## src/sv/bpi_pkg.sv

```systemverilog
// Shared types and constants for the bit set permutation image block.
// No dependencies; imported by every module of the block.
`default_nettype none

package bpi_pkg;

  localparam int SET_WORDS  = 4;
  localparam int WORD_BITS  = 64;
  localparam int WIDX_W     = $clog2(SET_WORDS);
  localparam int BIT_W      = $clog2(WORD_BITS);
  localparam int ELEM_W     = WIDX_W + BIT_W;
  localparam int PERM_DEPTH = 256;
  localparam int VAL_W      = 8;
  localparam int WC_W       = 3;
  localparam int OP_W       = 2;
  localparam int Q_DEPTH    = 2;
  localparam int QPTR_W     = $clog2(Q_DEPTH);
  localparam int QCNT_W     = $clog2(Q_DEPTH + 1);

  localparam logic [OP_W-1:0] OP_LOAD_PERM = 2'd0;
  localparam logic [OP_W-1:0] OP_LOAD_SET  = 2'd1;
  localparam logic [OP_W-1:0] OP_APPLY     = 2'd2;

  typedef enum logic [1:0] {
    CMD_PERM,
    CMD_SET,
    CMD_APPLY
  } cmd_kind_t;

  typedef struct packed {
    cmd_kind_t              kind;
    logic [VAL_W-1:0]       index;
    logic [VAL_W-1:0]       image_value;
    logic [WORD_BITS-1:0]   set_word;
  } cmd_t;

  typedef enum logic [2:0] {
    BK_IDLE,
    BK_WALK,
    BK_DRAIN,
    BK_CHECK,
    BK_EMIT
  } back_state_t;

endpackage

`default_nettype wire

```

## src/sv/bpi_front.sv

```systemverilog
// Front end: accepts input beats, classifies them and queues commands.
// Depends on bpi_pkg.
`default_nettype none

module bpi_front (
  input  wire logic                         clk,
  input  wire logic                         rst_n,
  input  wire logic                         start,
  output logic                              busy,
  input  wire logic [bpi_pkg::OP_W-1:0]     op_i,
  input  wire logic [bpi_pkg::VAL_W-1:0]    index_i,
  input  wire logic [bpi_pkg::VAL_W-1:0]    image_value_i,
  input  wire logic [bpi_pkg::WORD_BITS-1:0] set_word_i,
  output bpi_pkg::cmd_t                     q_head_o,
  output logic                              q_valid_o,
  input  wire logic                         q_pop_i
);
  import bpi_pkg::*;

  cmd_t              q_mem_r [Q_DEPTH];
  logic [QPTR_W-1:0] wr_ptr_r, wr_ptr_nxt;
  logic [QPTR_W-1:0] rd_ptr_r, rd_ptr_nxt;
  logic [QCNT_W-1:0] cnt_r, cnt_nxt;
  logic              keep;
  logic              push;
  logic              pop;
  cmd_t              cmd;

  // Classify: drop undefined ops and set loads beyond the store.
  always_comb begin
    cmd.index       = index_i;
    cmd.image_value = image_value_i;
    cmd.set_word    = set_word_i;
    cmd.kind        = CMD_PERM;
    keep            = 1'b0;
    case (op_i)
      OP_LOAD_PERM: begin
        cmd.kind = CMD_PERM;
        keep     = 1'b1;
      end
      OP_LOAD_SET: begin
        cmd.kind = CMD_SET;
        keep     = (index_i < VAL_W'(SET_WORDS));
      end
      OP_APPLY: begin
        cmd.kind = CMD_APPLY;
        keep     = 1'b1;
      end
      default: begin
        keep = 1'b0;
      end
    endcase
  end

  assign busy      = (cnt_r == QCNT_W'(Q_DEPTH));
  assign push      = start && !busy && keep;
  assign q_valid_o = (cnt_r != '0);
  assign pop       = q_pop_i && q_valid_o;
  assign q_head_o  = q_mem_r[rd_ptr_r];

  always_comb begin
    wr_ptr_nxt = push ? wr_ptr_r + QPTR_W'(1) : wr_ptr_r;
    rd_ptr_nxt = pop  ? rd_ptr_r + QPTR_W'(1) : rd_ptr_r;
    cnt_nxt    = cnt_r + QCNT_W'(push) - QCNT_W'(pop);
  end

  always_ff @(posedge clk) begin
    if (!rst_n) begin
      wr_ptr_r <= '0;
      rd_ptr_r <= '0;
      cnt_r    <= '0;
    end else begin
      wr_ptr_r <= wr_ptr_nxt;
      rd_ptr_r <= rd_ptr_nxt;
      cnt_r    <= cnt_nxt;
    end
  end

  always_ff @(posedge clk) begin
    if (push) begin
      q_mem_r[wr_ptr_r] <= cmd;
    end
  end

endmodule

`default_nettype wire

```

## src/sv/bpi_back.sv

```systemverilog
// Back end: permutation table, set store, image walk and result emission.
// Depends on bpi_pkg; fed by bpi_front's command queue.
`default_nettype none

module bpi_back (
  input  wire logic                          clk,
  input  wire logic                          rst_n,
  input  wire logic [bpi_pkg::WC_W-1:0]      word_count_i,
  input  wire bpi_pkg::cmd_t                 q_head_i,
  input  wire logic                          q_valid_i,
  output logic                               q_pop_o,
  output logic                               out_valid_o,
  output logic [bpi_pkg::WIDX_W-1:0]         out_word_index_o,
  output logic [bpi_pkg::WORD_BITS-1:0]      out_image_word_o,
  output logic                               out_maps_into_itself_o,
  output logic                               out_last_o
);
  import bpi_pkg::*;

  logic [VAL_W-1:0]     perm_mem [PERM_DEPTH];
  logic [WORD_BITS-1:0] set_r    [SET_WORDS];
  logic [WORD_BITS-1:0] image_r  [SET_WORDS];

  back_state_t          state_r, state_nxt;
  logic [WC_W-1:0]      wc_r;
  logic [WC_W-1:0]      wc_use;
  logic [ELEM_W-1:0]    e_r;
  logic [WIDX_W-1:0]    w_r;
  logic [VAL_W-1:0]     rd_r;
  logic                 pend_v_r;
  logic                 closed_r;

  logic                 out_valid_r;
  logic [WIDX_W-1:0]    out_word_index_r;
  logic [WORD_BITS-1:0] out_image_word_r;
  logic                 out_flag_r;
  logic                 out_last_r;

  logic                 elem_last;
  logic                 w_last;
  logic [WIDX_W-1:0]    set_addr;
  logic [WORD_BITS-1:0] set_rd;
  logic                 member;
  logic [WIDX_W-1:0]    img_word;
  logic [BIT_W-1:0]     img_bit;
  logic                 img_oor;
  logic                 do_perm_wr, do_set_wr, do_apply, do_proc, do_check, do_emit;

  // Clamp the configured word count into 1..SET_WORDS.
  always_comb begin
    if (word_count_i == '0) begin
      wc_use = WC_W'(1);
    end else if (word_count_i > WC_W'(SET_WORDS)) begin
      wc_use = WC_W'(SET_WORDS);
    end else begin
      wc_use = word_count_i;
    end
  end

  assign elem_last = (e_r[ELEM_W-1:BIT_W] == WIDX_W'(wc_r - WC_W'(1))) && (&e_r[BIT_W-1:0]);
  assign w_last    = (w_r == WIDX_W'(wc_r - WC_W'(1)));

  // One shared read address into the set store: element word while walking,
  // word counter while checking.
  assign set_addr  = (state_r == BK_WALK) ? e_r[ELEM_W-1:BIT_W] : w_r;
  assign set_rd    = set_r[set_addr];
  // MSB holds the lowest element, so bit 63-b is bit ~b.
  assign member    = set_rd[~e_r[BIT_W-1:0]];

  assign img_word  = rd_r[VAL_W-1:BIT_W];
  assign img_bit   = rd_r[BIT_W-1:0];
  assign img_oor   = ({1'b0, img_word} >= wc_r);

  // Next state.
  always_comb begin
    state_nxt = state_r;
    case (state_r)
      BK_IDLE: begin
        if (q_valid_i && q_head_i.kind == CMD_APPLY) state_nxt = BK_WALK;
      end
      BK_WALK: begin
        if (elem_last) state_nxt = BK_DRAIN;
      end
      BK_DRAIN: begin
        state_nxt = BK_CHECK;
      end
      BK_CHECK: begin
        if (w_last) state_nxt = BK_EMIT;
      end
      BK_EMIT: begin
        if (w_last) state_nxt = BK_IDLE;
      end
      default: begin
        state_nxt = BK_IDLE;
      end
    endcase
  end

  // Control strobes.
  always_comb begin
    q_pop_o    = 1'b0;
    do_perm_wr = 1'b0;
    do_set_wr  = 1'b0;
    do_apply   = 1'b0;
    do_proc    = 1'b0;
    do_check   = 1'b0;
    do_emit    = 1'b0;
    case (state_r)
      BK_IDLE: begin
        q_pop_o    = q_valid_i;
        do_perm_wr = q_valid_i && (q_head_i.kind == CMD_PERM);
        do_set_wr  = q_valid_i && (q_head_i.kind == CMD_SET);
        do_apply   = q_valid_i && (q_head_i.kind == CMD_APPLY);
      end
      BK_WALK, BK_DRAIN: begin
        do_proc = pend_v_r;
      end
      BK_CHECK: begin
        do_check = 1'b1;
      end
      BK_EMIT: begin
        do_emit = 1'b1;
      end
      default: begin
        q_pop_o = 1'b0;
      end
    endcase
  end

  always_ff @(posedge clk) begin
    if (!rst_n) begin
      state_r     <= BK_IDLE;
      pend_v_r    <= 1'b0;
      closed_r    <= 1'b1;
      out_valid_r <= 1'b0;
      wc_r        <= WC_W'(1);
      e_r         <= '0;
      w_r         <= '0;
    end else begin
      state_r     <= state_nxt;
      pend_v_r    <= (state_r == BK_WALK) && member;
      out_valid_r <= do_emit;
      if (do_apply) begin
        wc_r     <= wc_use;
        e_r      <= '0;
        closed_r <= 1'b1;
      end else if (state_r == BK_WALK) begin
        e_r <= e_r + ELEM_W'(1);
      end
      if (do_proc && img_oor) closed_r <= 1'b0;
      if (do_check && |(image_r[w_r] & ~set_rd)) closed_r <= 1'b0;
      if (state_r == BK_DRAIN || (do_check && w_last)) begin
        w_r <= '0;
      end else if (do_check || do_emit) begin
        w_r <= w_r + WIDX_W'(1);
      end
    end
  end

  // Permutation table: one write port, registered read of the walked element.
  always_ff @(posedge clk) begin
    if (do_perm_wr) perm_mem[q_head_i.index] <= q_head_i.image_value;
    rd_r <= perm_mem[e_r];
  end

  always_ff @(posedge clk) begin
    if (do_set_wr) set_r[q_head_i.index[WIDX_W-1:0]] <= q_head_i.set_word;
  end

  // Image store: clear on apply, OR in each in-range image.
  always_ff @(posedge clk) begin
    if (do_apply) begin
      for (int i = 0; i < SET_WORDS; i++) image_r[i] <= '0;
    end else if (do_proc && !img_oor) begin
      image_r[img_word][~img_bit] <= 1'b1;
    end
  end

  always_ff @(posedge clk) begin
    if (do_emit) begin
      out_word_index_r <= w_r;
      out_image_word_r <= image_r[w_r];
      out_flag_r       <= closed_r;
      out_last_r       <= w_last;
    end
  end

  assign out_valid_o            = out_valid_r;
  assign out_word_index_o       = out_word_index_r;
  assign out_image_word_o       = out_image_word_r;
  assign out_maps_into_itself_o = out_flag_r;
  assign out_last_o             = out_last_r;

endmodule

`default_nettype wire

```

## src/sv/bitset_permutation_image.sv

```systemverilog
// Top level of the bit set permutation image block.
// Depends on bpi_pkg, bpi_front and bpi_back.
//
// Usage:
//   Input channel: drive in_op/in_index/in_image_value/in_set_word with start;
//   a beat is taken at an edge where start is high and busy is low. Op 0
//   writes one permutation entry, op 1 one set word, op 2 applies the
//   permutation to the set and emits the image. Op 3 and set loads with an
//   index beyond the store are dropped.
//   Config channel: cfg_word_count is written when cfg_valid is high
//   (cfg_ready is always high); write it only while the block is idle.
//   Result channel: out_valid marks each result beat for one cycle; the
//   receiver cannot stall, so take every beat as it comes.
// Timing:
//   Loads stream through the two-entry command queue at one per cycle
//   while the back end is idle. An apply walks every element of the words
//   in use, one per cycle through the permutation table's read port; with W
//   words in use it then checks the image and emits W result beats.
//   Intake continues until the queue fills.
// Reset: synchronous, active low; clears the queue and the sequencer and
//   sets the word count to 1. Table and set contents stay undefined.
`default_nettype none

module bitset_permutation_image (
  input  wire logic                           clk,
  input  wire logic                           rst_n,
  input  wire logic                           start,
  output logic                                busy,
  input  wire logic [bpi_pkg::OP_W-1:0]       in_op,
  input  wire logic [bpi_pkg::VAL_W-1:0]      in_index,
  input  wire logic [bpi_pkg::VAL_W-1:0]      in_image_value,
  input  wire logic [bpi_pkg::WORD_BITS-1:0]  in_set_word,
  input  wire logic                           cfg_valid,
  output logic                                cfg_ready,
  input  wire logic [bpi_pkg::WC_W-1:0]       cfg_word_count,
  output logic                                out_valid,
  output logic [bpi_pkg::WIDX_W-1:0]          out_word_index,
  output logic [bpi_pkg::WORD_BITS-1:0]       out_image_word,
  output logic                                out_maps_into_itself,
  output logic                                out_last
);
  import bpi_pkg::*;

  logic [WC_W-1:0] word_count_r;
  cmd_t            q_head;
  logic            q_valid;
  logic            q_pop;

  // Config register: always ready, hold until the next write beat.
  assign cfg_ready = 1'b1;

  always_ff @(posedge clk) begin
    if (!rst_n) begin
      word_count_r <= WC_W'(1);
    end else if (cfg_valid && cfg_ready) begin
      word_count_r <= cfg_word_count;
    end
  end

  // Front: take beats, drop the ones without effect, queue the rest.
  bpi_front u_front (
    .clk           (clk),
    .rst_n         (rst_n),
    .start         (start),
    .busy          (busy),
    .op_i          (in_op),
    .index_i       (in_index),
    .image_value_i (in_image_value),
    .set_word_i    (in_set_word),
    .q_head_o      (q_head),
    .q_valid_o     (q_valid),
    .q_pop_i       (q_pop)
  );

  // Back: advance one queued command at a time; applies walk and emit.
  bpi_back u_back (
    .clk                    (clk),
    .rst_n                  (rst_n),
    .word_count_i           (word_count_r),
    .q_head_i               (q_head),
    .q_valid_i              (q_valid),
    .q_pop_o                (q_pop),
    .out_valid_o            (out_valid),
    .out_word_index_o       (out_word_index),
    .out_image_word_o       (out_image_word),
    .out_maps_into_itself_o (out_maps_into_itself),
    .out_last_o             (out_last)
  );

endmodule

`default_nettype wire
```

## config.mk

```make
export PLATFORM = sky130hd
export DESIGN_NAME = bitset_permutation_image
export DESIGN_NICKNAME = d
export VERILOG_FILES = /design/src/sv/bpi_pkg.sv /design/src/sv/bpi_front.sv /design/src/sv/bpi_back.sv /design/src/sv/bitset_permutation_image.sv
export SDC_FILE = /design/constraint.sdc
export NUM_CORES = 2
export LEC_CHECK = 0
export ABC_AREA = 1
export BUFFER_PORTS_ARGS = -buffer_cell sky130_fd_sc_hd__buf_4
export CORE_ASPECT_RATIO = 0.9
export CORE_MARGIN = 2
export CORE_UTILIZATION = 30
export CTS_BUF_LIST = sky130_fd_sc_hd__clkbuf_16
export DETAILED_ROUTE_END_ITERATION = 6
export PLACE_DENSITY = 0.42
export SYNTH_ARGS = -nofsm -noshare
export SYNTH_HDL_FRONTEND = slang
export SYNTH_SLANG_ARGS = --single-unit
```

## constraint.sdc

```tcl
create_clock -name clk -period 17.1 [get_ports clk]
set_clock_uncertainty 0.05 [all_clocks]
set_input_delay 1.71 -clock clk [delete_from_list [all_inputs] [get_ports clk]]
set_output_delay 1.71 -clock clk [all_outputs]
set_load 0.01 [all_outputs]
```

==> metrics.txt <==
Worst-Margin Slew=1.23 ns; Setup CP Type=flip-flop to flip-flop; GRT Resource Usage Total=0.193; routed vias=73900; Slowest Stage Delay on Critical Path=0.84 ns; register area share after synthesis=0.744; largest net degree at the start of global routing=173; Critical path buffers and inverters=4; DR DRC count=0; Post-Syn Nets=9141; die area=384000 um2; routed wire length=382 mm; fin. max-slew vios=0; most common cell after layout, fill and taps aside=edfxtp_1; CP max stage cell=buf_4; main combinational cell family by area after synthesis=simple AND/OR/NAND/NOR gates; total global routing overflow=0; Fin Setup TNS=0 ns; most frequent cells in the layout=edfxtp_1 (2792), nor2_1 (1692), o21ai_0 (1373); Detail Route Antenna Nets=0; Root Buffer=clkbuf_16; crit path to=u_back.rd_r[2]; Startpoint Class=flip-flop; clock latency on the worst-skew pair=0.93 ns; clock sinks=2829; num rows=214; CTS buffer count=325; Crit. Startpoint=u_back.e_r[0]; post-CTS sizing=0; H-tree Lvls=5; Hold WC Path Type=flip-flop to flip-flop; Avg WL per Cell=26.8 um; Setup Fix Bufs, Post-CTS=0; Max rail drop VDD=0.0950 mV; pwr/cell area=147 nW/um2; CP most frequent cell=nand3_1; # fillers=36900; Yosys reg bits=2829; DRT iter0 DRCs=7522; RR Startpoint=u_back.e_r[0]; core area=378000 um2; drt pass-1 iters=5; PnR worst setup slack=11.58 ns; R2R depth=12; Worst-path clk slew=0.06 ns; final hold violations=0; Slew HR=0.177; Syn Inst Count=9047; r2r endpoint=u_back.rd_r[2]; worst slack, placed=11.71 ns; critical-path cell list=inv_8 -> buf_4 -> buf_4 -> buf_4 -> o21ai_0 -> o221ai_1 -> nand3_1 -> nand3_1 -> nand3_1 -> nand3_1 -> nand3_1 -> nand2_1; Final #Nets=9103; Post-CTS Hold Buffers=0; initial core utilization=0.301; Port-buffer cells=158; GPL Wtd Cong=0.806; clock tree buffer depth=4; final worst-path cycle share=0.323; crit-path max FO=107; Ys Warns=0; WP data required=17.90 ns; dpl hpwl=218 mm; share of cells above drive strength 1=0.0987; I/O Pins=160; Simple-Gate Fraction of Synth Area=0.110; P_leak=42.4 nW; vias in the first global route=70800; Post-Synth Adder-Cell Area=0.000550; Area growth syn-to-layout=14.4%; RSZ-0062 raised after global routing=false; CP top delay family=buffers and inverters; Die Y=588 um; post-synth cell types=34; CTS tree=built; Vias per Instance=5.19; post-synthesis mux area share=0.00713; Period minus WS final=5.52 ns; Post-Synth XOR/XNOR Area=0.000462; die width=653 um; maximum clock rate=181 MHz; compound-gate portion of the synthesized area=0.108; global-route wire length before repair=540 mm; status=complete, no violations; crit end category=flip-flop; setup violators final=0; Post-Syn Area=114000 um2; worst hold slack=0.415 ns; Mean Syn Cell Area=12.6 um2; Crit path arrival time=6.32 ns; Final Power=0.0191 W; final core occ=0.345; Stages on worst setup path=12; setup slack, reg-to-reg=11.58 ns; Max Cap Violations=0; antenna violations before repair=29
-- metrics by stage --
stage	std cells	area, um2
after floorplan	9047	114000
final	14200	130000
after CTS	14200	130000
after global routing	14200	130000
after detailed placement	13700	120000
after global placement	13700	120000
-- logic make-up after synthesis --
logic type | after synthesis
AND/OR/NAND/NOR | 3094
flip-flops | 2829
AO/OA/AOI/OAI | 2180
buffers and inverters | 860
multiplexers | 72
XOR/XNOR | 6
adder cells (fa/ha/maj) | 5
other | 1
-- cell type report --
| type | count | area [um2] | area share |
|---|---|---|---|
| Clock inverter | 250 | 1770 | 0.0136 |
| Multi-Input combinational cell | 5358 | 26100 | 0.201 |
| Clock buffer | 332 | 8310 | 0.0639 |
| Sequential cell | 2829 | 84600 | 0.650 |
| Timing Repair Buffer | 289 | 2270 | 0.0174 |
| Tap cell | 4968 | 6220 | 0.0478 |
| Antenna cell | 10 | 25.0 | 0.000192 |
| Inverter | 206 | 810 | 0.00622 |
-- worst min path at each step --
stage	start	to	slack (ns)	cells past startpoint
global route	u_front.rd_ptr_r	flip-flop	0.42	1
floorplan	u_back.closed_r	u_back.out_maps_into_itself_o	0.36	0
global placement	u_front.rd_ptr_r	flip-flop	0.38	1
detailed placement	u_front.rd_ptr_r	flip-flop	0.38	1
CTS	u_front.rd_ptr_r	flip-flop	0.40	1
finish	u_front.rd_ptr_r	flip-flop	0.42	1
-- registers in the layout, indices dropped and copies added, names as in the netlist, 2 cells and up, named ones only --
| name | cells |
|---|---|
| u_front.q_mem_r | 164 |
| u_back.e_r | 8 |
| u_back.w_r | 2 |
| u_back.out_word_index_o | 2 |
| u_back.image_r | 256 |
| u_back.wc_r | 3 |
| u_back.perm_mem | 2048 |
| u_back.state_r | 3 |
| u_back.set_r | 256 |
| u_back.rd_r | 8 |
| word_count_r | 3 |
| u_front.cnt_r | 2 |
| u_back.out_image_word_o | 64 |
-- layer usage --
metal  up-vias  global-route usage  wire length [um]  part of all wire
met1     38000               0.276            173000              0.45
met5         -                   0                10          0.000026
met4         2              0.0511              9910             0.026
li1      33200                   -                 -                 -
met3       482              0.0306             23300             0.061
met2      2274               0.303            175000              0.46
-- where the power goes --
| part | internal [W] | switching [W] |
|---|---|---|
| clock | 0.00384 | 0.00285 |
| sequential | 0.00833 | 0.000138 |
| combinational | 0.000865 | 0.00310 |
-- synthesized netlist by cell type (all sizes together) --
master	n	share of area
edfxtp	2792	0.74
nor2	1705	0.056
o21ai	1379	0.061
nand2	782	0.026
clkbuf	516	0.017
nand3	491	0.022
o22ai	383	0.021
inv	202	0.0067
o221ai	183	0.014
buf	138	0.0059
a21oi	111	0.0049
mux2	72	0.0071
o211ai	72	0.0048
or2	62	0.0034
a31oi	47	0.0026
dfxtp	37	0.0065
nand4	32	0.0018
nor3	14	0.00062
xor2	6	0.00046
ha	5	0.00055
clkinv	4	0.00013
nand3b	4	0.00026
nor4	3	0.00017
a21boi	2	0.00013
a211oi	1	0.000066
and3	1	0.000055
conb	1	0.000033
o21bai	1	0.000066
o22a	1	0.000077
(Power assumes the default switching activity.)
